--- config.mk ---
export PLATFORM = sky130hd
export DESIGN_NAME = base32_text_binary_codec_unit
export DESIGN_NICKNAME = d
export VERILOG_FILES = /design/src/rtl/b32c_pkg.sv /design/src/rtl/b32c_front.sv /design/src/rtl/b32c_queue.sv /design/src/rtl/b32c_back.sv /design/src/rtl/base32_text_binary_codec_unit.sv
export SDC_FILE = /design/constraint.sdc
export NUM_CORES = 1
export LEC_CHECK = 0
export BUFFER_PORTS_ARGS = -buffer_cell sky130_fd_sc_hd__buf_2
export CAP_MARGIN = 20
export CORE_MARGIN = 3
export CORE_UTILIZATION = 51
export DETAILED_ROUTE_END_ITERATION = 7
export PLACE_DENSITY = 0.77
export SYNTH_ARGS = -nofsm -noshare
export SYNTH_HDL_FRONTEND = slang
export SYNTH_SLANG_ARGS = --single-unit
--- constraint.sdc ---
create_clock -name clock -period 5 [get_ports clock]
set_input_delay 0.75 -clock clock [delete_from_list [all_inputs] [get_ports clock]]
set_output_delay 0.75 -clock clock [all_outputs]
set_load 0.01 [all_outputs]
--- src/rtl/b32c_pkg.sv ---
`default_nettype none
package b32c_pkg;

   // Field widths of the request and result items.
   localparam int DATA_IN_WIDTH  = 16;
   localparam int DATA_OUT_WIDTH = 8;

   // Bit accumulator sizing and group sizes per direction.
   localparam int ACC_WIDTH  = 12;
   localparam int HELD_WIDTH = 4;
   localparam int CNT_WIDTH  = 2;
   localparam int ENC_BITS   = 5;
   localparam int DEC_BITS   = 8;

   // Register map.
   localparam int          PADDR_WIDTH = 3;
   localparam logic        REG_DIRECTION = 1'b0;
   localparam logic        DIR_ENCODE = 1'b0;
   localparam logic        DIR_DECODE = 1'b1;

   // Character codes used by the decode mapping.
   localparam logic [15:0] CHAR_AT      = 16'h0040;
   localparam logic [15:0] CHAR_A       = 16'h0041;
   localparam logic [15:0] CHAR_C       = 16'h0043;
   localparam logic [15:0] CHAR_H       = 16'h0048;
   localparam logic [15:0] CHAR_N       = 16'h004E;
   localparam logic [15:0] CHAR_Z       = 16'h005A;
   localparam logic [15:0] CHAR_DASH    = 16'h002D;
   localparam logic [15:0] CASE_BIT     = 16'h0020;
   localparam logic [5:0]  OFFSET_ZERO  = 6'd48;
   localparam logic [5:0]  OFFSET_ALPHA = 6'd7;
   localparam logic [4:0]  VALUE_MAX    = 5'h1F;

   // The 32-letter alphabet, indexed by a 5-bit group.
   localparam logic [7:0] LETTER_TABLE [32] = '{
      8'h30, 8'h31, 8'h32, 8'h33, 8'h34, 8'h35, 8'h36, 8'h37,
      8'h38, 8'h39, 8'h41, 8'h43, 8'h45, 8'h46, 8'h47, 8'h48,
      8'h4A, 8'h4B, 8'h4C, 8'h4D, 8'h4E, 8'h50, 8'h51, 8'h52,
      8'h53, 8'h54, 8'h55, 8'h56, 8'h57, 8'h58, 8'h59, 8'h5A
   };

   typedef struct packed {
      logic [DATA_IN_WIDTH-1:0] data_in;
      logic                     last_in;
   } req_type;

   typedef struct packed {
      logic [DATA_OUT_WIDTH-1:0] data_out;
      logic                      last_out;
   } rsp_type;

   // One classified request: the filled accumulator and how many results it yields.
   typedef struct packed {
      logic [ACC_WIDTH-1:0] acc;
      logic [CNT_WIDTH-1:0] count;
      logic                 dir;
      logic                 last;
   } job_type;

   // Maps a character code to its 5-bit value, folding lower case to upper case.
   function automatic logic [4:0] char_value(input logic [15:0] code);
      logic [15:0] c;
      logic [5:0]  off;
      c   = code;
      off = OFFSET_ZERO;
      if (c > CHAR_AT) c = c & ~CASE_BIT;
      if (c > CHAR_AT) off = off + OFFSET_ALPHA;
      if (c > CHAR_A) off = off + 6'd1;
      if (c > CHAR_C) off = off + 6'd1;
      if (c > CHAR_H) off = off + 6'd1;
      if (c > CHAR_N) off = off + 6'd1;
      if (c == CHAR_DASH || c > CHAR_Z) begin
         return VALUE_MAX;
      end
      return c[4:0] - off[4:0];
   endfunction

endpackage
`default_nettype wire

--- src/rtl/b32c_front.sv ---
`default_nettype none
module b32c_front (
   input  wire logic              clock,
   input  wire logic              reset,
   input  wire logic              dir,
   input  wire logic              clear,
   input  wire logic              req_valid,
   output logic                   req_ready,
   input  wire b32c_pkg::req_type req_data,
   output logic                   job_valid,
   input  wire logic              job_ready,
   output b32c_pkg::job_type      job_data
);

   logic [b32c_pkg::ACC_WIDTH-1:0]  acc_ff, acc_in;
   logic [b32c_pkg::HELD_WIDTH-1:0] held_ff, held_in;

   logic [b32c_pkg::ACC_WIDTH-1:0]  acc_sum;
   logic [b32c_pkg::HELD_WIDTH-1:0] held_sum;
   logic [b32c_pkg::HELD_WIDTH-1:0] held_rest;
   logic [b32c_pkg::ACC_WIDTH-1:0]  acc_rest;
   logic [b32c_pkg::CNT_WIDTH-1:0]  full_groups;
   logic [b32c_pkg::CNT_WIDTH-1:0]  count;
   logic [4:0]                      value;
   logic                            accept;

   assign accept    = req_valid && req_ready;
   assign req_ready = job_ready;
   assign value     = b32c_pkg::char_value(req_data.data_in);

   // Insert the new bits above those held and work out how many full groups leave.
   always_comb begin
      acc_sum     = acc_ff;
      held_sum    = held_ff;
      full_groups = '0;
      held_rest   = held_ff;
      acc_rest    = acc_ff;
      if (dir == b32c_pkg::DIR_ENCODE) begin
         acc_sum  = acc_ff | (b32c_pkg::ACC_WIDTH'(req_data.data_in[7:0]) << held_ff);
         held_sum = held_ff + b32c_pkg::HELD_WIDTH'(b32c_pkg::DEC_BITS);
         if (held_sum >= b32c_pkg::HELD_WIDTH'(2 * b32c_pkg::ENC_BITS)) begin
            full_groups = 2'd2;
            held_rest   = held_sum - b32c_pkg::HELD_WIDTH'(2 * b32c_pkg::ENC_BITS);
            acc_rest    = acc_sum >> (2 * b32c_pkg::ENC_BITS);
         end else begin
            full_groups = 2'd1;
            held_rest   = held_sum - b32c_pkg::HELD_WIDTH'(b32c_pkg::ENC_BITS);
            acc_rest    = acc_sum >> b32c_pkg::ENC_BITS;
         end
      end else begin
         acc_sum  = acc_ff | (b32c_pkg::ACC_WIDTH'(value) << held_ff);
         held_sum = held_ff + b32c_pkg::HELD_WIDTH'(b32c_pkg::ENC_BITS);
         if (held_sum >= b32c_pkg::HELD_WIDTH'(b32c_pkg::DEC_BITS)) begin
            full_groups = 2'd1;
            held_rest   = held_sum - b32c_pkg::HELD_WIDTH'(b32c_pkg::DEC_BITS);
            acc_rest    = acc_sum >> b32c_pkg::DEC_BITS;
         end else begin
            full_groups = 2'd0;
            held_rest   = held_sum;
            acc_rest    = acc_sum;
         end
      end
      // A last request flushes any partial group as one more result.
      count = full_groups;
      if (req_data.last_in && held_rest != '0) count = full_groups + 2'd1;
   end

   // Only requests that yield results are queued for the back end.
   assign job_valid      = accept && (count != '0);
   assign job_data.acc   = acc_sum;
   assign job_data.count = count;
   assign job_data.dir   = dir;
   assign job_data.last  = req_data.last_in;

   // Accumulator state carried to the next request.
   always_comb begin
      acc_in  = acc_ff;
      held_in = held_ff;
      if (clear) begin
         acc_in  = '0;
         held_in = '0;
      end else if (accept) begin
         if (req_data.last_in) begin
            acc_in  = '0;
            held_in = '0;
         end else begin
            acc_in  = acc_rest;
            held_in = held_rest;
         end
      end
   end

   always_ff @(posedge clock) begin
      if (reset) begin
         acc_ff  <= '0;
         held_ff <= '0;
      end else begin
         acc_ff  <= acc_in;
         held_ff <= held_in;
      end
   end

endmodule
`default_nettype wire

--- src/rtl/b32c_queue.sv ---
`default_nettype none
module b32c_queue (
   input  wire logic              clock,
   input  wire logic              reset,
   input  wire logic              push_valid,
   output logic                   push_ready,
   input  wire b32c_pkg::job_type push_data,
   output logic                   pop_valid,
   input  wire logic              pop_ready,
   output b32c_pkg::job_type      pop_data
);

   b32c_pkg::job_type entries_ff [2];
   logic              wr_ptr_ff, wr_ptr_in;
   logic              rd_ptr_ff, rd_ptr_in;
   logic [1:0]        fill_ff, fill_in;
   logic              push, pop;

   assign push_ready = (fill_ff != 2'd2);
   assign pop_valid  = (fill_ff != 2'd0);
   assign pop_data   = entries_ff[rd_ptr_ff];
   assign push       = push_valid && push_ready;
   assign pop        = pop_valid && pop_ready;

   // Pointer and fill count update.
   always_comb begin
      wr_ptr_in = push ? ~wr_ptr_ff : wr_ptr_ff;
      rd_ptr_in = pop ? ~rd_ptr_ff : rd_ptr_ff;
      fill_in   = fill_ff;
      if (push && !pop) fill_in = fill_ff + 2'd1;
      if (pop && !push) fill_in = fill_ff - 2'd1;
   end

   always_ff @(posedge clock) begin
      if (reset) begin
         wr_ptr_ff <= 1'b0;
         rd_ptr_ff <= 1'b0;
         fill_ff   <= 2'd0;
      end else begin
         wr_ptr_ff <= wr_ptr_in;
         rd_ptr_ff <= rd_ptr_in;
         fill_ff   <= fill_in;
      end
   end

   // Entry storage needs no reset.
   always_ff @(posedge clock) begin
      if (push) entries_ff[wr_ptr_ff] <= push_data;
   end

endmodule
`default_nettype wire

--- src/rtl/b32c_back.sv ---
`default_nettype none
module b32c_back (
   input  wire logic              clock,
   input  wire logic              reset,
   input  wire logic              job_valid,
   output logic                   job_ready,
   input  wire b32c_pkg::job_type job_data,
   output logic                   rsp_valid,
   input  wire logic              rsp_ready,
   output b32c_pkg::rsp_type      rsp_data
);

   b32c_pkg::job_type work_ff, work_in;
   logic              busy_ff, busy_in;
   logic              out_valid_ff, out_valid_in;
   b32c_pkg::rsp_type out_data_ff, out_data_in;
   logic              emit;
   logic              work_load;

   // A result is produced whenever a request is in work and the output register is free or being emptied.
   assign emit      = busy_ff && (!out_valid_ff || rsp_ready);
   assign work_load = !busy_ff || (emit && work_ff.count == 2'd1);
   assign job_ready = work_load;

   // Working register: shift out one group per result, then take the next request.
   always_comb begin
      busy_in = busy_ff;
      work_in = work_ff;
      if (emit) begin
         if (work_ff.dir == b32c_pkg::DIR_ENCODE) begin
            work_in.acc = work_ff.acc >> b32c_pkg::ENC_BITS;
         end else begin
            work_in.acc = work_ff.acc >> b32c_pkg::DEC_BITS;
         end
         work_in.count = work_ff.count - 2'd1;
         if (work_ff.count == 2'd1) busy_in = 1'b0;
      end
      if (work_load && job_valid) begin
         work_in = job_data;
         busy_in = 1'b1;
      end
   end

   // Output register contents.
   always_comb begin
      out_valid_in = out_valid_ff;
      out_data_in  = out_data_ff;
      if (emit) begin
         out_valid_in = 1'b1;
         if (work_ff.dir == b32c_pkg::DIR_ENCODE) begin
            out_data_in.data_out = b32c_pkg::LETTER_TABLE[work_ff.acc[4:0]];
         end else begin
            out_data_in.data_out = work_ff.acc[7:0];
         end
         out_data_in.last_out = work_ff.last && (work_ff.count == 2'd1);
      end else if (rsp_ready) begin
         out_valid_in = 1'b0;
      end
   end

   assign rsp_valid = out_valid_ff;
   assign rsp_data  = out_data_ff;

   always_ff @(posedge clock) begin
      if (reset) begin
         busy_ff      <= 1'b0;
         out_valid_ff <= 1'b0;
      end else begin
         busy_ff      <= busy_in;
         out_valid_ff <= out_valid_in;
      end
   end

   always_ff @(posedge clock) begin
      work_ff     <= work_in;
      out_data_ff <= out_data_in;
   end

endmodule
`default_nettype wire

--- src/rtl/base32_text_binary_codec_unit.sv ---
`default_nettype none
// Channel   Direction  Handshake            Payload
// request   in         req_valid/req_ready  req_data  (data_in, last_in)
// result    out        rsp_valid/rsp_ready  rsp_data  (data_out, last_out)
// control   in/out     APB psel/penable     paddr, pwdata, prdata (direction at 0)
//
// The front end takes one request per cycle while the two-entry job queue has room.
// The back end sends one result per cycle from its output register while rsp_ready
// is high; encoding gives one or two results per byte, one more on a last byte that flushes.
// Decoding gives at most one result per character, one more on a last character that both
// completes a byte and flushes; a character may give no result.
// Reset clears the accumulator, the queue and the output register at once.
// Either side may stall; the queue and output register hold their contents.
module base32_text_binary_codec_unit (
   input  wire logic                            clock,
   input  wire logic                            reset,
   input  wire logic                            req_valid,
   output logic                                 req_ready,
   input  wire b32c_pkg::req_type               req_data,
   output logic                                 rsp_valid,
   input  wire logic                            rsp_ready,
   output b32c_pkg::rsp_type                    rsp_data,
   input  wire logic                            psel,
   input  wire logic                            penable,
   input  wire logic                            pwrite,
   input  wire logic [b32c_pkg::PADDR_WIDTH-1:0] paddr,
   input  wire logic [31:0]                     pwdata,
   output logic [31:0]                          prdata,
   output logic                                 pready
);

   logic              dir_ff, dir_in;
   logic              dir_write;
   logic              front_valid, front_ready;
   b32c_pkg::job_type front_job;
   logic              back_valid, back_ready;
   b32c_pkg::job_type back_job;

   // Register port: the direction register lives at word zero.
   assign pready    = 1'b1;
   assign dir_write = psel && penable && pwrite && pready &&
                      (paddr[2] == b32c_pkg::REG_DIRECTION);
   assign dir_in    = dir_write ? pwdata[0] : dir_ff;
   assign prdata    = (paddr[2] == b32c_pkg::REG_DIRECTION) ? {31'b0, dir_ff} : 32'b0;

   always_ff @(posedge clock) begin
      if (reset) begin
         dir_ff <= b32c_pkg::DIR_ENCODE;
      end else begin
         dir_ff <= dir_in;
      end
   end

   b32c_front u_front (
      .clock     (clock),
      .reset     (reset),
      .dir       (dir_ff),
      .clear     (dir_write),
      .req_valid (req_valid),
      .req_ready (req_ready),
      .req_data  (req_data),
      .job_valid (front_valid),
      .job_ready (front_ready),
      .job_data  (front_job)
   );

   b32c_queue u_queue (
      .clock      (clock),
      .reset      (reset),
      .push_valid (front_valid),
      .push_ready (front_ready),
      .push_data  (front_job),
      .pop_valid  (back_valid),
      .pop_ready  (back_ready),
      .pop_data   (back_job)
   );

   b32c_back u_back (
      .clock     (clock),
      .reset     (reset),
      .job_valid (back_valid),
      .job_ready (back_ready),
      .job_data  (back_job),
      .rsp_valid (rsp_valid),
      .rsp_ready (rsp_ready),
      .rsp_data  (rsp_data)
   );

endmodule
`default_nettype wire

Word-level counts from Yosys, hierarchy flattened:

Memories as Yosys holds them, arrays and structs flattened. A register that Yosys moved wholly into a read port is not among the register bits.
Index checks and enable logic that the tools add are counted.
Widths: inputs -> output; s select.

* $add $sub $neg: 14
* shifts and indexed selects: 2
* bitwise gates (word level): 6
* mux-type cells: 40
* $lt $le $gt $ge: 10
* reduce and logical (&&, ||, !) cells: 29
* equality and inequality tests: 3

Operators with widths (count)
* $gt 16x7->1 const B: 7
* $mux 12: 4
* $mux 5: 6
* $mux 8: 3
* $or 12x12->12: 2
* $eq 16x6->1 const B: 1
* $mux 16: 1
* $mux 4: 4
* $add 5x1->5 const B: 3
* $mux 14: 1
* $mux 7: 2
* $logic_and 1x1->1: 13
* $mux 1: 12
* $reduce_bool 2->1: 6
* $shl 5x4->12: 1
* $shl 8x4->12: 1
* $mux 2: 5
* $ge 4x4->1 const B: 2
* $sub 4x4->4 const B: 2
* $ge 6x6->1 const B: 1
* $mux 6: 1
* $not 5->6: 1
* $add 5x2->5 const B: 1
* $sub 5x5->5: 1
* 14 further kinds: 23

* flip-flop bits (word level): 48
* word-level logic and storage cells: 120
* input port bits: 59
* memories: 2
* memory bits (writable): 32
* output and inout port bits: 44
* memory bits (read-only): 256

Memories
* (no name shown): words 32, bits a word 8, rd ports 1, clocked after Yosys merged registers in 0, wr ports 0, line b32c_back.sv:51 `out_data_in.data_out = b32c_pkg::LETTER_TABLE[work_ff.acc[4:0]];`
* u_queue.entries_ff: words 2, bits a word 16, rd ports 1, clocked after Yosys merged registers in 1, wr ports 1, line b32c_queue.sv:13 `b32c_pkg::job_type entries_ff [2];`

Logic depth before layout (Yosys ltp):

Gate-level depths: netlist (run 1).

* depth after elaboration: 19
* gate-level depth with buffers: 19
* gate-level depth less buffers: 18

By module:

From an unflattened synthesis (run 1), not the netlist that was laid out.

* cell total of the unflattened synthesis: 581
* area total of the unflattened synthesis: 5714.2 um2

Modules (own cells, without submodules)
* b32c_front: sequential area each 320.3 um2, times used 1, cells each 351, area each 2620.0 um2
* b32c_back: sequential area each 790.8 um2, times used 1, cells each 116, area each 1411.4 um2
* b32c_queue: sequential area each 1061.0 um2, times used 1, cells each 74, area each 1373.8 um2
* base32_text_binary_codec_unit: sequential area each 20.0 um2, times used 1, cells each 40, area each 309.0 um2

Worst setup path before layout (run 1):

Ideal clock, no wire load.

* path kind: input -> register
* start: input port req_data[12] (netlist name)
* end: memory u_queue.entries_ff[0][15] (netlist name) (data pin)
* required time: 4.724 ns
* slack: 0.089 ns
* path buffers: 0
* cell stages on the path: 15
* data arrival time: 4.636 ns
* setup time: 0.276 ns
* path through: or4_1 -> nor3_4 -> nand2_1 -> inv_1 -> fa_1 -> xor2_1 -> ha_1 -> o21ai_0 -> ha_1 -> and3b_1 -> or3_1 -> a31oi_1 -> o211ai_2 -> a211oi_2 -> a21oi_1

RTL lines
* from (decl): line base32_text_binary_codec_unit.sv:19 `input wire b32c_pkg::req_type req_data,`
* to (decl): line b32c_queue.sv:13

==> results of run 1 <==
## worst max path at each step
stage                       startpoint                   endpoint
after CTS                 req_data[12]   u_queue.entries_ff[0][8]
after detailed placement  req_data[12]   u_queue.entries_ff[0][8]
after global placement    req_data[12]   u_queue.entries_ff[1][8]
after floorplan           req_data[12]  u_queue.entries_ff[0][15]
final                     req_data[12]   u_queue.entries_ff[0][8]
after global routing      req_data[12]   u_queue.entries_ff[0][8]
## power by group through the flow
| stage | Sequential, W | Clock [W] | Combinational [W] |
|---|---|---|---|
| after CTS | 0.00115 | 0.000478 | 0.000954 |
| after detailed placement | 0.00116 | 0 | 0.000948 |
| after global placement | 0.00115 | 0 | 0.000911 |
| final | 0.00115 | 0.000466 | 0.000960 |
| after global routing | 0.00117 | 0.000503 | 0.00108 |
| after floorplan | 0.00108 | 0 | 0.000780 |
## per-layer routing
metal / share of wire / wire length [um]
met5: 0 / 0
met4: 0.024 / 305
met3: 0.046 / 585
met2: 0.51 / 6500
met1: 0.42 / 5250
## flip-flops by register name, indices dropped and copies added, names as in the netlist, named ones only
name                count
dir_ff                  1
u_back.busy_ff          1
u_back.rsp_data         9
u_back.rsp_valid        1
u_back.work_ff         16
u_front.acc_ff         12
u_front.held_ff         4
u_queue.entries_ff     32
u_queue.fill_ff         2
u_queue.rd_ptr_ff       1
u_queue.wr_ptr_ff       1
## cell type report
cell class	instances	area [um2]	area share
timing repair buffer	59	350	0.0587
clock inverter	1	5.00	0.000838
clock buffer	15	199	0.0333
sequential	81	2190	0.367
multi-input combinational	440	2970	0.497
tap	136	170	0.0285
inverter	23	86.3	0.0145
## worst max-delay path, delay by kind of cell
kind,cells,cell delay (ns)
fa+ha+maj,3,1.03
buf+inv,5,0.58
xor+xnor,2,0.37
compound gates,5,1.15
simple gates,4,1.06
## per-stage QoR
stage	cells	setup TNS [ns]	hold WS [ns]	total power [W]	area, um2
2_1_floorplan	611	0	0.420	0.00186	5650
3_3_place_gp	739	0	0.446	0.00206	5770
3_5_place_dp	739	-1.44	0.460	0.00211	5770
4_1_cts	755	0	0.483	0.00258	5970
5_1_grt	755	0	0.497	0.00275	5970
6_report	755	0	0.478	0.00258	5970
## cell families (layout without fill, tap and decap cells)
logic type,Yosys count,count (layout),synth area share
buffers and inverters,90,98,0.0881
AOI/OAI and AO/OA,172,172,0.213
adders and majority gates,22,22,0.0524
and+or+nand+nor,169,169,0.160
other,2,32,0.00136
xor gates and xnor gates,11,11,0.0188
muxes,34,34,0.0700
DFF,81,81,0.396
## synthesized netlist by cell type (4+ instances only)
cell       n
edfxtp_1  57
a21oi_1   51
nor2_1    48
nand2_1   34
buf_4     33
o21ai_0   27
dfxtp_1   24
inv_1     23
mux2i_1   23
ha_1      20
clkbuf_1  16
buf_2     15
nor2b_1   15
a211oi_1  10
a21o_1    10
nor3_1    10
and2_1     9
nand3_1    9
a221oi_1   7
a22oi_1    7
a31oi_1    7
mux2_2     7
nand2b_1   7
xnor2_1    6
or3_1      5
nor3b_1    4
o211ai_1   4
o31ai_1    4
xor2_1     4
==> metrics.md, run 1 <==
| Metric | Value |
|---|---|
| Status | completed |
| Hold Crit Start | u_front.acc_ff[10] |
| Area of the die | 12100 um2 |
| Leading cell type in the layout, fill and taps excluded | edfxtp_1 |
| Post-synth EDFFs | 57 |
| CTS Hold Bufs | 0 |
| Buffers on Ports | 37 |
| Least-Margin Pin Slew | 0.872 ns |
| Clk root buf | clkbuf_8 |
| Seq/Total Area, Yosys | 0.396 |
| Met2 usage | 0.388 |
| Initial antenna violation count | 0 |
| Final HPWL DP | 9.40 mm |
| Cell variety after synth | 79 |
| Switch Pwr | 0.000941 W |
| Starting Density | 0.529 |
| Top-level I/O count | 103 |
| Flop-to-flop setup slack | 1.48 ns |
| Prevailing post-synth register cell | edfxtp_1 |
| Clock Power Share | 0.181 |
| Max IR drop VDD | 0.325 mV |
| Leak pwr | 2.31 nW |
| CP max FO | 5 |
| # rows | 37 |
| CP arrival | 4.93 ns |
| FF-to-FF End | u_queue.fill_ff[1] |
| HP Class | reg -> reg |
| Postcts setup bufs | 0 |
| Met3 usage | 0.0250 |
| Antenna Violating Nets Remaining | 0 |
| DR pass1 iterations | 5 |
| Die Y | 110 um |
| R2R Path Start | u_front.held_ff[2] |
| Final hold viol count | 0 |
| Residual DRC count | 0 |
| Worst endpoint required time | 5.14 ns |
| Post-route minimum period | 4.80 ns |
| RSZ-0062 raised after global routing | no |
| Ant. Diodes | 0 |
| Logic pwr share | 0.372 |
| Slowest CP cell | or4_1 |
| Most Crowded Layer GR | met2 |
| Switching portion of total power | 0.365 |
| Routed via count | 4479 |
| Setup Skew | 0.0117 ns |
| Pin count of the biggest net entering global routing | 39 |
| Gates resized, CTS repair | 0 |
| Synth-to-layout area growth | 7.86% |
| Max incr delay on CP | 0.59 ns |
| Synthesized cell area | 5540 um2 |
| Warnings, synthesis | 0 |
| Total CTS buffers | 9 |
| Count of final setup violators | 0 |
| Worst hold path cell count | 1 |
| Setup crit end kind | flip-flop |
| CTS sink count | 81 |
| Fin. max-slew vios | 0 |
| Async SR Flop Fraction | 0 |
| Depth of the most critical reg-to-reg path | 10 |
| Final worst slack | 0.204 ns |
| WS Path Type | in -> reg |
| Routed wire length | 12.6 mm |
| Sequential Power Share | 0.447 |
| Worst-path clk slew | 0.07 ns |
| CTS tree | yes |
| Max cap viols | 0 |
| Vias per Instance | 5.93 |
| Die X | 110 um |
| Critical Path Start Type | input port |
| FF+latch count, synth | 81 |
| Avg Inst Size Synth | 9.53 um2 |
| FMAX | 209 MHz |
| Ratio of final minimum period to clock period | 0.959 |
| Most frequent cells in the layout | 57 x edfxtp_1, 51 x a21oi_1, 48 x nor2_1 |
| Setup WS pre-CTS | -0.162 ns |
| Wire per inst | 16.7 um |
| Core Util, Final | 0.571 |
| Met1 Track Usage GR | 0.253 |
| Layout cell share with drive strength beyond 1 | 0.162 |
| Core area | 10500 um2 |
| First-pass GRT wire length | 20.1 mm |
| Fill cell count | 931 |
| Number of DRC markers in iteration 0 | 368 |
| Largest cells by area after synthesis | edfxtp_1 31%, dfxtp_1 8.7%, a21oi_1 4.6% |
| Synth area leader | edfxtp_1 |
| Pwr per Cell Area | 431 nW/um2 |
| Tot GR Track Use | 0.213 |
| Clock tree buffer depth | 2 |
| Int Power | 0.00164 W |
| Total grt overflow | 0 |
| # nets final | 695 |
| WHS Endpoint | u_front.acc_ff[10] |
| Worst-Skew Late Latency | 0.34 ns |
| Post-Synthesis Cells | 581 |
| Worst path cell trace | buf_2 -> or4_1 -> nor3_4 -> nand2_1 -> inv_1 -> fa_1 -> xor2_1 -> buf_4 -> xnor2_1 -> ha_1 -> inv_1 -> fa_1 -> a211oi_1 -> o21bai_1 -> a21o_1 -> buf_4 -> a21bo_2 -> and4_1 -> a21oi_1 |
| Final GP Congestion | 0.945 |
| CTS H-tree depth | 3 |
| Max-slew headroom | 0.418 |
| Top cell type's share of synthesized area | 0.309 |
| Vias in the first global route | 4233 |
Power figures use the tool's default switching activity.
==> inputs of run 2 (changes only) <==
--- a/config.mk
+++ b/config.mk
@@ -7,10 +7,12 @@
 export LEC_CHECK = 0
 export BUFFER_PORTS_ARGS = -buffer_cell sky130_fd_sc_hd__buf_2
 export CAP_MARGIN = 20
+export CELL_PAD_IN_SITES_DETAIL_PLACEMENT = 0
+export CELL_PAD_IN_SITES_GLOBAL_PLACEMENT = 1
 export CORE_MARGIN = 3
-export CORE_UTILIZATION = 51
+export CORE_UTILIZATION = 39
 export DETAILED_ROUTE_END_ITERATION = 7
-export PLACE_DENSITY = 0.77
+export PLACE_DENSITY_LB_ADDON = 0.1
 export SYNTH_ARGS = -nofsm -noshare
 export SYNTH_HDL_FRONTEND = slang
 export SYNTH_SLANG_ARGS = --single-unit
==> run 2 against run 1 <==
Net effect:
- critical path depth unchanged
- die area increased by 29%
- non-clock buffer count increased by 5
- via count decreased by 1.5%
- flip-flop and latch count unchanged
- maximum frequency increased by 2.0%
- register-to-register slack about the same
- count of clock-buffer cells in the layout decreased by 5
- sequential power about the same
- largest power group unchanged
- highest routed layer unchanged
==> metrics.md, run 2 (synthesis gave the netlist of run 1 again) <==
| Metric | Value |
|---|---|
| Synth-to-layout area growth | 11.2% |
| Buffers on Ports | 37 (unchanged) |
| CTS Hold Bufs | 0 (unchanged) |
| CP arrival | 4.91 ns (-0.02 ns) |
| Worst hold slack | 0.467 ns (-0.0113 ns) |
| FMAX | 213 MHz (+2.0%) |
| CP max FO | 5 (unchanged) |
| Non-Filler Instances | 800 (+6.0%) |
| Switching portion of total power | 0.362 (-0.00328) |
| CTS tree | yes |
| Switch Pwr | 0.00101 W (+7.2%) |
| Leak pwr | 2.38 nW (+2.9%) |
| Top reg by flops | u_queue.entries_ff |
| Die X | 125 um (+14%) |
| Leading cell type in the layout, fill and taps excluded | edfxtp_1 |
| DR pass1 iterations | 5 (unchanged) |
| Fin. max-slew vios | 0 (unchanged) |
| Core area | 13600 um2 (+30%) |
| Ant. Diodes | 0 (unchanged) |
| Residual DRC count | 0 (unchanged) |
| Starting Density | 0.408 (-0.121) |
| Clock Power Share | 0.237 (+0.056) |
| Setup Skew | 0.0106 ns (-0.00109 ns) |
| Final HPWL DP | 9.95 mm (+5.9%) |
| Total grt overflow | 0 (unchanged) |
| Status | completed |
| Final GP Congestion | 0.851 (-10%) |
| First-pass GRT wire length | 22.0 mm (+9.3%) |
| Ratio of final minimum period to clock period | 0.940 (-0.0191) |
| Initial antenna violation count | 0 (unchanged) |
| HP Class | reg -> reg |
| Post-route minimum period | 4.70 ns (-0.0955 ns) |
| Routed wire length | 13.5 mm (+6.9%) |
| # nets final | 700 (+0.72%) |
| CTS H-tree depth | 3 (unchanged) |
| Critical Path Start Type | input port |
| Pin count of the biggest net entering global routing | 32 (-18%) |
| Clock tree buffer depth | 2 (unchanged) |
| Worst-path clk slew | 0.06 ns (about the same) |
| Largest register FFs | 32 (unchanged) |
| Area of the die | 15700 um2 (+29%) |
| # rows | 42 (+14%) |
| Pwr per Cell Area | 453 nW/um2 (+5.0%) |
| RSZ-0062 raised after global routing | no |
| Max IR drop VDD | 0.193 mV (-41%) |
| Sequential Power Share | 0.413 (-0.034) |
| Top-level I/O count | 103 (unchanged) |
| Post-placement cell count | 784 (+6.1%) |
| Wire per inst | 16.9 um (+0.92%) |
| Layout cell share with drive strength beyond 1 | 0.173 (+0.0115) |
| WS Path Type | in -> reg |
| Final hold viol count | 0 (unchanged) |
| Clk root buf | clkbuf_16 |
| Int Power | 0.00178 W (+8.8%) |
| Die Y | 125 um (+14%) |
| CTS sink count | 81 (unchanged) |
| Tot GR Track Use | 0.173 (-0.0397) |
| Count of final setup violators | 0 (unchanged) |
| Least-Margin Pin Slew | 0.928 ns (+0.0560 ns) |
| Total CTS buffers | 9 (unchanged) |
| Routed via count | 4414 (-1.5%) |
| Worst-Skew Late Latency | 0.34 ns (about the same) |
| Vias per Instance | 5.52 (-7.0%) |
| Number of DRC markers in iteration 0 | 295 (-20%) |
| Antenna Violating Nets Remaining | 0 (unchanged) |
| Top flop regs | u_queue.entries_ff x32, u_back.work_ff x16, u_front.acc_ff x12 |
| Worst endpoint required time | 5.21 ns (+0.07 ns) |
| Setup crit end kind | flip-flop |
| Most frequent cells in the layout | 57 x edfxtp_1, 51 x a21oi_1, 48 x nor2_1 |
| Max-slew headroom | 0.380 (-0.0374) |
| Max cap viols | 0 (unchanged) |
| Logic pwr share | 0.350 (-0.022) |
| Vias in the first global route | 4227 (-0.14%) |
==> run 2: worst paths after layout <==
check / to / start / cells after the start / slack [ns]
worst max-delay path: u_queue.entries_ff[1][8] / req_data[16] / 19 / 0.30
worst min-delay path: u_back.rsp_valid / u_back.busy_ff / 2 / 0.47
worst max register to register: u_queue.fill_ff[1] / u_front.held_ff[2] / 10 / 1.49
worst min register to register: u_back.rsp_valid / u_back.busy_ff / 2 / 0.47
==> run 2: layout make-up <==
cell class / instances / area [um2]
fill: 1321 / 7400
multi-input combinational: 440 / 2980
inverter: 23 / 86.3
clock buffer: 10 / 229
clock inverter: 6 / 67.6
sequential: 81 / 2190
timing repair buffer: 64 / 388
tap: 176 / 220
==> run 2: through the flow <==
stage,util,setup slack [ns],power [W],instance area [um2],TNS [ns]
4_1_cts,0.454,0.230,0.00282,6150,0
3_5_place_dp,0.432,-0.110,0.00215,5860,-0.645
2_1_floorplan,-,0.0887,0.00186,5650,0
3_3_place_gp,0.432,-0.0654,0.00213,5860,-0.204
6_report,0.454,0.300,0.00279,6160,0
5_1_grt,0.454,0.0432,0.00300,6160,0
==> run 2: layer usage <==
layer | wire [um] | global-route usage
met1 | 6050 | 0.229
met2 | 6500 | 0.285
met3 | 695 | 0.0345
met4 | 266 | 0.0574
met5 | 0 | 0
==> run 2: what timing repair did <==
item / in CTS / in global routing
endpoints found under the hold margin: 0 / 0
gates resized for setup: 0 / 1
setup endpoints to repair: 0 / 2
buffers inserted: 0 / 0
==> run 2: power by group through the flow <==
stage	logic, W	registers [W]	clock network, W
after floorplan	0.000780	0.00108	0
after global placement	0.000966	0.00116	0
after detailed placement	0.000981	0.00117	0
after CTS	0.000985	0.00115	0.000677
after global routing	0.00111	0.00118	0.000704
final	0.000976	0.00115	0.000661
==> run 2: critical path: stages <==
cell      delay, ns
buf_2          0.10
or4_4          0.55
nor3_4         0.18
nand2_1        0.10
inv_1          0.10
fa_1           0.43
xor2_1         0.23
ha_1           0.27
o21ai_0        0.17
buf_4          0.15
fa_1           0.22
a211oi_2       0.09
or3b_1         0.41
a21o_1         0.28
buf_4          0.17
a21bo_2        0.21
and4_1         0.16
a21oi_1        0.18
buf_4          0.16
==> inputs of run 3 (changes only) <==
--- a/config.mk
+++ b/config.mk
@@ -12,7 +12,7 @@
 export CORE_MARGIN = 3
 export CORE_UTILIZATION = 39
 export DETAILED_ROUTE_END_ITERATION = 7
-export PLACE_DENSITY_LB_ADDON = 0.1
+export PLACE_DENSITY = 0.84
 export SYNTH_ARGS = -nofsm -noshare
 export SYNTH_HDL_FRONTEND = slang
 export SYNTH_SLANG_ARGS = --single-unit
==> run 3 against run 2 <==
Net effect:
- via count is 0.77% higher
- register-to-register slack better by 0.03 ns
- total power is 2.1% lower
- setup slack worse by 0.013 ns
- hold slack worse by 0.0082 ns
- flip-flop and latch count stayed put
- critical path depth is 2 lower
- sequential share of layout area is 0.31 points higher
- routed wire length is 3.9% lower
- sequential power hardly changed
- first-iteration DRC count is 14% higher
- non-clock buffer count is 5 lower
- largest power group unchanged
==> metrics.md, run 3 (synthesis gave the netlist of run 1 again) <==
| Metric | Value |
|---|---|
| Top-level I/O count | 103 (unchanged) |
| Max-slew headroom | 0.337 (-0.0430) |
| Final HPWL DP | 9.63 mm (-3.3%) |
| Status | completed |
| Least-Margin Pin Slew | 0.981 ns (+0.0533 ns) |
| Met3 usage | 0.0205 (-0.0141) |
| Core area | 13600 um2 (unchanged) |
| Initial antenna violation count | 0 (unchanged) |
| Max IR drop VDD | 0.262 mV (+36%) |
| FMAX | 212 MHz (-0.27%) |
| Leak pwr | 2.35 nW (-1.6%) |
| Crit-path leading delay family | compound AO/OA/AOI/OAI gates |
| Final hold viol count | 0 (unchanged) |
| Clock Power Share | 0.227 (-0.010) |
| Hold Crit Start | u_back.busy_ff |
| Setup Skew | 0.0156 ns (+0.00498 ns) |
| Switching portion of total power | 0.365 (+0.00320) |
| RSZ-0062 raised after global routing | no |
| Most frequent cells in the layout | 57 x edfxtp_1, 51 x a21oi_1, 48 x nor2_1 |
| Max cap viols | 0 (unchanged) |
| Routed wire length | 13.0 mm (-3.9%) |
| Fin. max-slew vios | 0 (unchanged) |
| Tot GR Track Use | 0.162 (-0.0108) |
| Pin count of the biggest net entering global routing | 40 (+25%) |
| CTS H-tree depth | 3 (unchanged) |
| Worst Path Buf+Inv | 3 (-2) |
| Residual DRC count | 0 (unchanged) |
| Switch Pwr | 0.000996 W (-1.2%) |
| Vias in the first global route | 4205 (-0.52%) |
| Count of final setup violators | 0 (unchanged) |
| Buffers on Ports | 37 (unchanged) |
| Setup WS pre-CTS | -0.129 ns (-0.0191 ns) |
| Synth-to-layout area growth | 10.2% |
| Clk root buf | clkbuf_16 |
| Starting Density | 0.408 (unchanged) |
| Final GP Congestion | 0.920 (+8.2%) |
| Most Crowded Layer GR | met2 |
| Logic pwr share | 0.351 (about the same) |
| Top reg by flops | u_queue.entries_ff |
| Worst-path clk slew | 0.06 ns (about the same) |
| Leading cell type in the layout, fill and taps excluded | edfxtp_1 |
| Antenna Violating Nets Remaining | 0 (unchanged) |
| Core Util, Final | 0.450 (-0.00397) |
| Worst endpoint required time | 5.15 ns (-0.06 ns) |
| HP Class | reg -> reg |
| Int Power | 0.00173 W (-2.6%) |
| Sequential Power Share | 0.422 (+0.009) |
| Fill cell count | 1297 (-1.8%) |
| Post-route minimum period | 4.71 ns (+0.0128 ns) |
| Number of DRC markers in iteration 0 | 336 (+14%) |
| Met2 usage | 0.280 (-0.00443) |
| Critical Path Start Type | input port |
| Layout cell share with drive strength beyond 1 | 0.165 (-0.00830) |
| Ratio of final minimum period to clock period | 0.943 (+0.00256) |
| CP arrival | 4.86 ns (-0.05 ns) |
| CP max FO | 6 (+1) |
| Max incr delay on CP | 0.59 ns (+0.04 ns) |
| Pwr per Cell Area | 447 nW/um2 (-1.2%) |
| Total grt overflow | 0 (unchanged) |
| Worst path cell trace | buf_2 -> or4_1 -> nor3_4 -> nand2_1 -> inv_1 -> fa_1 -> xor2_1 -> ha_1 -> o21ai_1 -> buf_4 -> fa_1 -> a211oi_2 -> or3b_1 -> a21o_1 -> a31o_4 -> o311a_1 -> a21oi_1 |
| # rows | 42 (unchanged) |
| Setup crit end kind | flip-flop |
| DR pass1 iterations | 6 (+1) |
| Ant. Diodes | 0 (unchanged) |
| Worst-Skew Late Latency | 0.34 ns (about the same) |
| CTS sink count | 81 (unchanged) |
| Slowest CP cell | or4_1 |
| WS Path Type | in -> reg |
| Routed via count | 4448 (+0.77%) |
| R2R Path Start | u_front.held_ff[1] |
| Die X | 125 um (unchanged) |
| First-pass GRT wire length | 21.1 mm (-4.2%) |
| Wire per inst | 16.3 um (-3.3%) |
| Vias per Instance | 5.59 (+1.4%) |
| Top flop regs | u_queue.entries_ff x32, u_back.work_ff x16, u_front.acc_ff x12 |
| Largest register FFs | 32 (unchanged) |
| Flop-to-flop setup slack | 1.52 ns (+0.03 ns) |
| CTS tree | yes |
| Worst Setup SP | req_data[12] |
| Total CTS buffers | 9 (unchanged) |
| Met1 Track Usage GR | 0.213 (-0.0162) |
| Final worst slack | 0.287 ns (-0.0128 ns) |
| Clock tree buffer depth | 2 (unchanged) |
| Die Y | 125 um (unchanged) |
| # nets final | 695 (-0.71%) |
| Area of the die | 15700 um2 (unchanged) |
| Top cell by count, worst path | fa_1 |
[run 3: worst paths after layout]
kind / to / cells past startpoint
setup / recovery: u_queue.entries_ff[0][12] / 17
hold / removal: u_back.rsp_valid / 2
setup reg to reg: u_queue.fill_ff[1] / 10
hold reg to reg: u_back.rsp_valid / 2
[run 3: per-stage QoR]
| step | cells | hold WS [ns] | power, W | instance area (um2) | TNS [ns] |
|---|---|---|---|---|---|
| 6_report | 795 | 0.459 | 0.00273 | 6100 | 0 |
| 5_1_grt | 795 | 0.484 | 0.00291 | 6100 | 0 |
| 4_1_cts | 795 | 0.458 | 0.00274 | 6100 | 0 |
| 3_5_place_dp | 779 | 0.449 | 0.00212 | 5820 | -1.65 |
| 3_3_place_gp | 779 | 0.445 | 0.00207 | 5820 | 0 |
| 2_1_floorplan | 611 | 0.420 | 0.00186 | 5650 | 0 |
[run 3: cell type report]
type	instances	area [um2]	area share
clock buffer	11	243	0.0398
clock inverter	5	37.5	0.00615
inverter	23	86.3	0.0141
multi-input combinational	440	2980	0.487
sequential	81	2190	0.359
tap	176	220	0.0361
timing repair buffer	59	350	0.0574
[run 3: repair_timing]
action	in CTS	in global routing
resized for setup	0	2
hold buffers	0	0
endpoints found under the hold margin	0	0
buffers inserted	0	0
endpoints found under the setup margin	0	18
[run 3: layer usage]
metal / routed length [um] / vias to the layer above
met1: 5800 / 2120
met4: 196 / 0
met5: 0 / -
met3: 554 / 24
li1: - / 2166
met2: 6440 / 138
[run 3: worst register-to-register path, delay by kind of cell (launching register included)]
| kind | cells | cell delay (ns) |
|---|---|---|
| AND/OR/NAND/NOR | 3 | 0.79 |
| flip-flops | 1 | 0.75 |
| AO/OA/AOI/OAI | 4 | 0.90 |
| adder cells (fa/ha/maj) | 2 | 0.59 |
| buffers and inverters | 1 | 0.38 |
[run 3: power groups by stage]
stage / Clock [W] / Sequential [W] / Combinational (W)
after floorplan: 0 / 0.00108 / 0.000780
after global placement: 0 / 0.00115 / 0.000915
after detailed placement: 0 / 0.00117 / 0.000954
after CTS: 0.000631 / 0.00115 / 0.000960
after global routing: 0.000659 / 0.00118 / 0.00108
final: 0.000621 / 0.00115 / 0.000958
